===== config.mk =====
export PLATFORM = sky130hd
export DESIGN_NAME = matrix_vector_product
export DESIGN_NICKNAME = d
export VERILOG_FILES = /design/src/design/mvp_pkg.sv /design/src/design/matrix_vector_product.sv /design/src/design/mvp_vec_store.sv /design/src/design/mvp_mac.sv
export SDC_FILE = /design/constraint.sdc
export NUM_CORES = 2
export LEC_CHECK = 0
export ABC_AREA = 0
export BUFFER_PORTS_ARGS = -buffer_cell sky130_fd_sc_hd__buf_4
export CORE_MARGIN = 5
export CORE_UTILIZATION = 35
export CTS_CLUSTER_DIAMETER = 30
export DETAILED_ROUTE_END_ITERATION = 8
export MAX_ROUTING_LAYER = met4
export SLEW_MARGIN = 20
export SYNTH_ARGS = -nofsm -noshare
export SYNTH_HDL_FRONTEND = slang
export SYNTH_HIERARCHICAL = 1
export SYNTH_SLANG_ARGS = --single-unit

===== constraint.sdc =====
create_clock -name clk_i -period 6.85 [get_ports clk_i]
set_input_delay 1.37 -clock clk_i [delete_from_list [all_inputs] [get_ports clk_i]]
set_output_delay 1.37 -clock clk_i [all_outputs]
set_load 0.01 [all_outputs]

===== src/design/mvp_pkg.sv =====
// Shared types and constants for the matrix-vector product block.
// No dependencies.
package mvp_pkg;

  localparam int unsigned ACC_W     = 40;  // Q15.24 accumulator / dot product
  localparam int unsigned IDX_W     = 8;   // vector_index field
  localparam int unsigned ROW_NUM_W = 8;   // row_number field
  localparam int unsigned CFG_W     = 9;   // configuration data width
  localparam int unsigned CFG_IDX_W = 8;   // configuration index width
  localparam int unsigned OUT_TDATA_W = ((ACC_W + ROW_NUM_W + 7) / 8) * 8;

  typedef enum logic {
    CMD_VECTOR = 1'b0,
    CMD_MATRIX = 1'b1
  } cmd_e;

  typedef enum logic [CFG_IDX_W-1:0] {
    CFG_COLUMNS = 8'd0,
    CFG_ROWS    = 8'd1
  } cfg_idx_e;

  // Per-beat row bookkeeping carried down the pipe with each matrix element.
  typedef struct packed {
    logic                 row_end;
    logic                 final_row;
    logic [ROW_NUM_W-1:0] row_number;
  } row_tag_t;

endpackage


===== src/design/matrix_vector_product.sv =====
// Top level of the matrix-vector product block: stream ports, config registers,
// column/row sequencing. Depends on mvp_pkg, mvp_vec_store and mvp_mac.
//
// Usage: write columns_in_use (index 0) and rows_in_use (index 1) on the cfg
//   channel while idle; cfg_ready_o is always high. Then send vector beats
//   (tuser = 0) carrying element_value and vector_index, followed by matrix
//   beats (tuser = 1) in row-major order. The element for column c is
//   multiplied by vector entry c and summed exactly into a 40-bit Q15.24 row
//   accumulator. After the last column of a row one result beat leaves on the
//   master side: dot product, row number, tlast set on the final row. Vector
//   beats and non-final columns produce no result.
// Result path: after the last matrix beat of a row is taken, the result passes
//   the store read at the accept edge, the multiply register and the output
//   register before it can leave.
// Throughput: one beat per cycle, vector or matrix, unless the output stalls;
//   the store has one write and one read port, so writes and reads never compete.
// Stall: while a result sits in the output register and m_axis_tready is low,
//   the whole pipe holds and s_axis_tready drops; otherwise input keeps flowing.
// Reset: counters and accumulator clear, both counts return to 256 (clamped to
//   the parameters). The vector store is not cleared; write every entry that a
//   row will read before streaming the matrix.
module matrix_vector_product
  import mvp_pkg::*;
#(
  parameter int unsigned MAX_COLUMNS = 256,
  parameter int unsigned MAX_ROWS    = 256,
  parameter int unsigned VALUE_WIDTH = 16
) (
  input  logic                     clk_i,
  input  logic                     rst_ni,
  // input stream
  input  logic                     s_axis_tvalid,
  output logic                     s_axis_tready,
  // tdata: element_value [VALUE_WIDTH-1:0], vector_index [+7:VALUE_WIDTH], zero pad
  input  logic [((VALUE_WIDTH + IDX_W + 7) / 8) * 8 - 1:0] s_axis_tdata,
  // tuser: cmd (0 vector write, 1 matrix element)
  input  logic                     s_axis_tuser,
  // result stream
  output logic                     m_axis_tvalid,
  input  logic                     m_axis_tready,
  // tdata: dot_value [39:0], row_number [47:40]
  output logic [OUT_TDATA_W-1:0]   m_axis_tdata,
  output logic                     m_axis_tlast,   // final_row
  // configuration writes
  input  logic                     cfg_valid_i,
  output logic                     cfg_ready_o,
  input  logic [CFG_IDX_W-1:0]     cfg_index_i,
  input  logic [CFG_W-1:0]         cfg_data_i
);

  localparam int unsigned CW    = $clog2(MAX_COLUMNS);
  localparam int unsigned RW    = (MAX_ROWS > 1) ? $clog2(MAX_ROWS) : 1;
  localparam int unsigned CCMPW = ((CW > CFG_W) ? CW : CFG_W) + 1;
  localparam int unsigned RCMPW = ((RW > CFG_W) ? RW : CFG_W) + 1;

  // Config registers, held already clamped to 1..MAX.
  logic [CFG_W-1:0] cols_q, cols_d;
  logic [CFG_W-1:0] rows_q, rows_d;

  // Sequencer state.
  logic [CW-1:0] col_q, col_d;
  logic [RW-1:0] row_q, row_d;

  // Stage 1: element value and row tag aligned with the store read data.
  logic                          s1_valid_q, s1_valid_d;
  logic signed [VALUE_WIDTH-1:0] a_q;
  row_tag_t                      tag_q, tag_d;

  logic                          advance;
  logic                          in_fire;
  logic                          is_matrix;
  logic                          mat_fire;
  logic                          vec_fire;
  logic [VALUE_WIDTH-1:0]        in_value;
  logic [IDX_W-1:0]              in_index;
  logic                          idx_in_range;
  logic [VALUE_WIDTH-1:0]        vec_rdata;
  logic                          row_end;
  logic                          final_row;

  function automatic logic [CFG_W-1:0] clamp_count(input logic [CFG_W-1:0] v,
                                                   input int unsigned maxv);
    logic [CFG_W-1:0] r;
    r = v;
    if (v == '0) begin
      r = CFG_W'(1);
    end else if (32'(v) > maxv) begin
      r = CFG_W'(maxv);
    end
    return r;
  endfunction

  assign in_value  = s_axis_tdata[VALUE_WIDTH-1:0];
  assign in_index  = s_axis_tdata[VALUE_WIDTH +: IDX_W];
  assign is_matrix = (cmd_e'(s_axis_tuser) == CMD_MATRIX);

  assign s_axis_tready = advance;
  assign in_fire       = s_axis_tvalid && advance;
  assign mat_fire      = in_fire && is_matrix;
  assign vec_fire      = in_fire && !is_matrix;
  // Indexes beyond the store (possible only when it is shallower than 256) drop.
  assign idx_in_range  = (32'(in_index) < MAX_COLUMNS);

  // ---------------------------------------------------------------------------
  // Configuration port
  // ---------------------------------------------------------------------------
  assign cfg_ready_o = 1'b1;

  always_comb begin
    cols_d = cols_q;
    rows_d = rows_q;
    if (cfg_valid_i) begin
      unique case (cfg_idx_e'(cfg_index_i))
        CFG_COLUMNS: cols_d = clamp_count(cfg_data_i, MAX_COLUMNS);
        CFG_ROWS:    rows_d = clamp_count(cfg_data_i, MAX_ROWS);
        default:     ;  // unknown index: ignored
      endcase
    end
  end

  // ---------------------------------------------------------------------------
  // Column / row sequencing, done at accept time; positions never wait on data.
  // ---------------------------------------------------------------------------
  assign row_end   = (CCMPW'(col_q) + CCMPW'(1)) >= CCMPW'(cols_q);
  assign final_row = (RCMPW'(row_q) + RCMPW'(1)) >= RCMPW'(rows_q);

  always_comb begin
    col_d      = col_q;
    row_d      = row_q;
    s1_valid_d = advance ? mat_fire : s1_valid_q;

    tag_d.row_end    = row_end;
    tag_d.final_row  = final_row;
    tag_d.row_number = ROW_NUM_W'(row_q);

    if (mat_fire) begin
      if (row_end) begin
        col_d = '0;
        row_d = final_row ? '0 : RW'(RCMPW'(row_q) + RCMPW'(1));
      end else begin
        col_d = CW'(CCMPW'(col_q) + CCMPW'(1));
      end
    end
  end

  always_ff @(posedge clk_i or negedge rst_ni) begin
    if (!rst_ni) begin
      cols_q     <= clamp_count(CFG_W'(256), MAX_COLUMNS);
      rows_q     <= clamp_count(CFG_W'(256), MAX_ROWS);
      col_q      <= '0;
      row_q      <= '0;
      s1_valid_q <= 1'b0;
    end else begin
      cols_q     <= cols_d;
      rows_q     <= rows_d;
      col_q      <= col_d;
      row_q      <= row_d;
      s1_valid_q <= s1_valid_d;
    end
  end

  always_ff @(posedge clk_i) begin
    if (mat_fire) begin
      a_q   <= in_value;
      tag_q <= tag_d;
    end
  end

  // ---------------------------------------------------------------------------
  // Vector store: written by vector beats, read at the current column by
  // matrix beats. A write always lands at an earlier edge than any later read.
  // ---------------------------------------------------------------------------
  mvp_vec_store #(
    .DEPTH (MAX_COLUMNS),
    .WIDTH (VALUE_WIDTH)
  ) u_vec_store (
    .clk_i   (clk_i),
    .we_i    (vec_fire && idx_in_range),
    .waddr_i (CW'(in_index)),
    .wdata_i (in_value),
    .re_i    (mat_fire),
    .raddr_i (col_q),
    .rdata_o (vec_rdata)
  );

  // ---------------------------------------------------------------------------
  // Multiply, accumulate and output register
  // ---------------------------------------------------------------------------
  mvp_mac #(
    .VALUE_WIDTH (VALUE_WIDTH)
  ) u_mac (
    .clk_i         (clk_i),
    .rst_ni        (rst_ni),
    .s1_valid_i    (s1_valid_q),
    .a_i           (a_q),
    .b_i           (signed'(vec_rdata)),
    .tag_i         (tag_q),
    .advance_o     (advance),
    .m_axis_tvalid (m_axis_tvalid),
    .m_axis_tready (m_axis_tready),
    .m_axis_tdata  (m_axis_tdata),
    .m_axis_tlast  (m_axis_tlast)
  );

endmodule


===== src/design/mvp_vec_store.sv =====
// Vector element store: one write port, one synchronous read port.
// Does not import mvp_pkg; no dependencies.
module mvp_vec_store #(
  parameter int unsigned DEPTH = 256,
  parameter int unsigned WIDTH = 16
) (
  input  logic                     clk_i,
  input  logic                     we_i,
  input  logic [$clog2(DEPTH)-1:0] waddr_i,
  input  logic [WIDTH-1:0]         wdata_i,
  input  logic                     re_i,
  input  logic [$clog2(DEPTH)-1:0] raddr_i,
  output logic [WIDTH-1:0]         rdata_o
);

  logic [WIDTH-1:0] mem_q [DEPTH];
  logic [WIDTH-1:0] rdata_q;

  always_ff @(posedge clk_i) begin
    if (we_i) begin
      mem_q[waddr_i] <= wdata_i;
    end
  end

  always_ff @(posedge clk_i) begin
    if (re_i) begin
      rdata_q <= mem_q[raddr_i];
    end
  end

  assign rdata_o = rdata_q;

endmodule


===== src/design/mvp_mac.sv =====
// Multiply stage, row accumulator and output register of the product pipe.
// Depends on mvp_pkg (row_tag_t, widths).
module mvp_mac
  import mvp_pkg::*;
#(
  parameter int unsigned VALUE_WIDTH = 16
) (
  input  logic                          clk_i,
  input  logic                          rst_ni,
  input  logic                          s1_valid_i,
  input  logic signed [VALUE_WIDTH-1:0] a_i,
  input  logic signed [VALUE_WIDTH-1:0] b_i,
  input  row_tag_t                      tag_i,
  output logic                          advance_o,
  output logic                          m_axis_tvalid,
  input  logic                          m_axis_tready,
  output logic [OUT_TDATA_W-1:0]        m_axis_tdata,
  output logic                          m_axis_tlast
);

  localparam int unsigned PW = 2 * VALUE_WIDTH;

  logic                    s2_valid_q, s2_valid_d;
  logic signed [PW-1:0]    prod_q;
  row_tag_t                tag2_q;
  logic signed [ACC_W-1:0] acc_q, acc_d;
  logic signed [ACC_W-1:0] sum;
  logic                    out_valid_q, out_valid_d;
  logic [ACC_W-1:0]        dot_q;
  logic [ROW_NUM_W-1:0]    row_num_q;
  logic                    last_q;
  logic                    load_out;

  // Pipe moves unless a finished result is stuck in the output register.
  assign advance_o = !out_valid_q || m_axis_tready;

  assign sum      = acc_q + ACC_W'(prod_q);
  assign load_out = advance_o && s2_valid_q && tag2_q.row_end;

  always_comb begin
    s2_valid_d  = advance_o ? s1_valid_i : s2_valid_q;
    acc_d       = acc_q;
    out_valid_d = out_valid_q;
    if (advance_o && s2_valid_q) begin
      acc_d = tag2_q.row_end ? '0 : sum;
    end
    if (load_out) begin
      out_valid_d = 1'b1;
    end else if (m_axis_tready) begin
      out_valid_d = 1'b0;
    end
  end

  always_ff @(posedge clk_i or negedge rst_ni) begin
    if (!rst_ni) begin
      s2_valid_q  <= 1'b0;
      acc_q       <= '0;
      out_valid_q <= 1'b0;
    end else begin
      s2_valid_q  <= s2_valid_d;
      acc_q       <= acc_d;
      out_valid_q <= out_valid_d;
    end
  end

  always_ff @(posedge clk_i) begin
    if (advance_o && s1_valid_i) begin
      prod_q <= a_i * b_i;
      tag2_q <= tag_i;
    end
    if (load_out) begin
      dot_q     <= sum;
      row_num_q <= tag2_q.row_number;
      last_q    <= tag2_q.final_row;
    end
  end

  assign m_axis_tvalid = out_valid_q;
  assign m_axis_tdata  = OUT_TDATA_W'({row_num_q, dot_q});
  assign m_axis_tlast  = last_q;

endmodule

==> flow_metrics.py <==
metrics = {
    "clock_network": {
        "cts_tree": "built",
        "numClockSinks": 4306,
        "postCtsHoldBufs": 0,
        "root_buffer": "sky130_fd_sc_hd__clkbuf_16",
        "htreeDepth": 6,
        "clock_tree_buffer_depth": 4,
        "cts_inserted_buffers": 825,
        "path_clk_slew_ps": 50,
        "worst_skew_pair.late_latency_ps": 1110,
    },
    "drt": {
        "drt-wirelength-per-cell_um": 27.7,
        "drc_errors": 0,
        "avgViaCountPerCell": 5.42,
        "drt_first_pass_iters": 6,
        "met3RoutedLength_um": 40000,
        "ant_nets": 0,
        "vias": 95400,
        "maxUsedRoutingLayer": "met4",
        "met1Wirelength_um": 196000,
        "wl_met2_um": 231000,
        "drtIter0Drc": 10000,
        "finalWirelength_um": 487000,
    },
    "place": {
        "place_hpwl_um": 293000,
        "postPlaceCellArea_um2": 189000,
        "port_buffers": 97,
        "gp_congestion": 0.867,
    },
    "power_and_ir_drop": {
        "total_leakage_power_uw": 0.0718,
        "power.net_switching_uw": 30700,
        "power.switching_fraction_pct": 30.6,
        "seq_power_share_pct": 30.3,
        "power.combinational.fraction_pct": 28.6,
        "power.density_nw_per_um2": 461,
        "max-vdd-ir-drop_mv": 0.785,
        "intPower_uw": 69800,
        "power.share.clock_pct": 41.0,
    },
    "outcome": {
        "outcome": "finished clean",
    },
    "yosys": {
        "synth-edff-count": 4229,
        "synth-main-ff-cell": "sky130_fd_sc_hd__edfxtp_1",
        "syn_area_per_cell_um2": 19.3,
        "synth_top_cell_area_share_pct": 71.3,
        "synth_cell_types": 93,
        "mappedNetlistNets": 9692,
        "fraction_of_synthesis_flops_using_an_asynchronous_set_or_reset_pin_pct": 1.79,
        "most_common_cell_in_the_netlist": "sky130_fd_sc_hd__edfxtp_1",
        "netlist_instances": 9241,
        "synth_largest_area_cell": "sky130_fd_sc_hd__edfxtp_1",
        "post_synthesis_cell_area_um2": 178000,
        "yosys_register_bits": 4306,
        "synth_top_cells_by_count": "sky130_fd_sc_hd__edfxtp_1 (4229), sky130_fd_sc_hd__mux4_2 (797), sky130_fd_sc_hd__mux2i_1 (565)",
        "synthTopCellsByArea": "sky130_fd_sc_hd__edfxtp_1 (71%), sky130_fd_sc_hd__mux4_2 (10%), sky130_fd_sc_hd__mux2i_1 (3.2%)",
        "synth_warnings": 6,
        "yosysSeqAreaShare_pct": 72.4,
    },
    "sta": {
        "finalHoldViolCount": 0,
        "clock.fmax_mhz": 154,
        "final-max-slew-violation-count": 0,
        "final-setup-viol-count": 0,
        "slew_headroom_pct": 12.4,
        "finalClockSkew_ps": 141,
        "fin_setup_tns_ps": 0,
        "grt_setup_unrepaired": "false",
        "tightestPinTransition_ps": 1310,
        "final.min_clock_period_ps": 6510,
        "finalCritPeriodShare_pct": 95.0,
    },
    "finish": {
        "final_area_um2": 218000,
        "drive_above_1_share_pct": 27.5,
        "fin_nets": 10600,
        "flow.area_growth_from_synthesis_pct": 22.5,
    },
    "setup_path": {
        "start_kind": "register",
        "crit_type": "register to register",
        "worst_ep_arrival_time_ps": 7250,
        "worst_r2r_startpoint": "u_vec_store/rdata_o[6]",
        "critical_path.max_fanout": 7,
        "timing.critical_path.from": "u_vec_store/rdata_o[6]",
        "crit_path_end_kind": "register",
        "crit_required_ps": 7600,
    },
    "floorplan": {
        "die_height_um": 723,
        "start_util_pct": 35.1,
        "design.die.area_um2": 523000,
        "floorplan.io_pins": 99,
        "coreArea_um2": 508000,
        "dieWidth_um": 723,
        "placement_rows": 262,
    },
    "grt": {
        "global_route_wire_length_before_repair_um": 703000,
        "grt_remaining_overflow": 0,
        "grt.total_usage_pct": 18.8,
        "vias_in_the_first_global_route": 97100,
        "grt_antenna_before_repair": 24,
        "grt_start_max_net_pins": 180,
    },
    "min_path": {
        "hold_path_class": "primary input to asynchronous set/reset pin",
    },
    "job": {
        "max_cap_violations": 0,
    },
}
final timing paths:
| kind | slack (ps) | end | cells past startpoint |
|---|---|---|---|
| max | 340 | u_mac/prod_q[31] | 22 |
| min in group clk_i | 380 | u_mac/row_num_q[6] | 0 |
| max in group asynchronous | 5510 | u_mac/acc_q[23] | 2 |
| max reg2reg | 340 | u_mac/prod_q[31] | 22 |
| min | 250 | cols_q[4] | 1 |
| min reg2reg | 380 | u_mac/row_num_q[6] | 0 |
area by class of cell:
cell class,instances,area (um2)
inverters,343,1300
flip-flops and latches,4306,129000
clock buffers,892,21100
fillers,43500,290000
multi-input cells,4086,45400
well taps,6732,8420
diodes,16,40.0
clock inverters,668,8060
repair buffers,567,4950
stage by stage:
step	total power [uW]	hold WS (ps)	std cells	setup WS [ps]	util, %
after CTS	101000	168	17600	131	42.9
final	101000	253	17600	342	42.9
after floorplan	52200	400	9241	571	-
after detailed placement	59900	405	16000	175	37.2
after global placement	59600	403	16000	196	37.2
after global routing	106000	223	17600	19.5	42.9
sequential cells by signal, summed over array words and instances (netlist names), 10 cells and up:
name,flops
u_mac/prod_q,32
u_vec_store/mem_q,4096
u_mac/dot_q,40
u_vec_store/rdata_o,16
u_mac/acc_q,40
tag_q,10
a_q,16
u_mac/tag2_q,10
what timing repair did:
action,in CTS,in global routing
resized for setup,0,2
endpoints found under the setup margin,0,2
buffers inserted,0,5
metal layers:
metal	GRT usage (%)	up-vias
li1	-	39600
met1	24.7	50700
met2	29.2	4267
met3	3.60	813
met4	7.29	0
met5	-	-
power by group through the flow:
stage	registers, uW	clock network (uW)	logic, uW
floorplan	30800	0	21400
global placement	31000	0	28600
detailed placement	31000	0	28900
CTS	30500	41800	29100
global route	30500	43300	31800
finish	30500	41300	28800
layout by cell type (no fill, tap or decap), types with 48 or more instances in the layout:
cell type                    synthesis  layout
sky130_fd_sc_hd__nor2_2              0      62
sky130_fd_sc_hd__buf_4              27     506
sky130_fd_sc_hd__clkbuf_16           0     832
sky130_fd_sc_hd__xnor2_1            53      53
sky130_fd_sc_hd__o22ai_1           152     152
sky130_fd_sc_hd__fa_1              263     262
sky130_fd_sc_hd__edfxtp_1         4229    4229
sky130_fd_sc_hd__bufinv_16           0     122
sky130_fd_sc_hd__a21oi_1           243     240
sky130_fd_sc_hd__mux2i_1           565     565
sky130_fd_sc_hd__clkinv_1            1     111
sky130_fd_sc_hd__ha_1              141     141
sky130_fd_sc_hd__dfrtp_1            75      70
sky130_fd_sc_hd__and2_1            134     133
sky130_fd_sc_hd__nor2_1            356     285
sky130_fd_sc_hd__nand3_1            57      48
sky130_fd_sc_hd__nor3_1            102      99
sky130_fd_sc_hd__o221ai_1          253     253
sky130_fd_sc_hd__mux2_2             90      90
sky130_fd_sc_hd__clkinv_2            0     128
sky130_fd_sc_hd__inv_1             341     338
sky130_fd_sc_hd__a22o_1             59      59
sky130_fd_sc_hd__clkinv_4            0      80
sky130_fd_sc_hd__clkbuf_1          275      59
sky130_fd_sc_hd__mux4_2            797     797
sky130_fd_sc_hd__clkinvlp_4          0     102
sky130_fd_sc_hd__nand2_1           251     251
sky130_fd_sc_hd__o21ai_0            96      95
sky130_fd_sc_hd__inv_6               0      68
critical path: stages, from the launching register on:
cell                       delay [ps]
sky130_fd_sc_hd__edfxtp_1         520
sky130_fd_sc_hd__buf_4            240
sky130_fd_sc_hd__and2_1           150
sky130_fd_sc_hd__fa_1             470
sky130_fd_sc_hd__inv_1             50
sky130_fd_sc_hd__fa_1             460
sky130_fd_sc_hd__fa_1             530
sky130_fd_sc_hd__inv_1             70
sky130_fd_sc_hd__fa_1             490
sky130_fd_sc_hd__fa_1             490
sky130_fd_sc_hd__inv_1             60
sky130_fd_sc_hd__fa_1             540
sky130_fd_sc_hd__inv_1             50
sky130_fd_sc_hd__ha_1             350
sky130_fd_sc_hd__and4_1           270
sky130_fd_sc_hd__nand2_1          110
sky130_fd_sc_hd__and4b_1          290
sky130_fd_sc_hd__o311ai_1         170
sky130_fd_sc_hd__or3_1            400
sky130_fd_sc_hd__a31oi_1          220
sky130_fd_sc_hd__o21a_1           140
sky130_fd_sc_hd__nor2_1            50
sky130_fd_sc_hd__xnor2_1          110
cells by family after synthesis:
group                      after synthesis  share of synthesized area, %
muxes                                 1453                          13.8
other                                    1                       0.00211
DFF                                   4306                          72.4
and+or+nand+nor                       1062                          2.81
AOI/OAI and AO/OA                     1093                          4.33
xor gates and xnor gates                73                         0.359
adders and majority gates              404                          3.95
buffers and inverters                  849                          2.35
(Power assumes the default switching activity.)
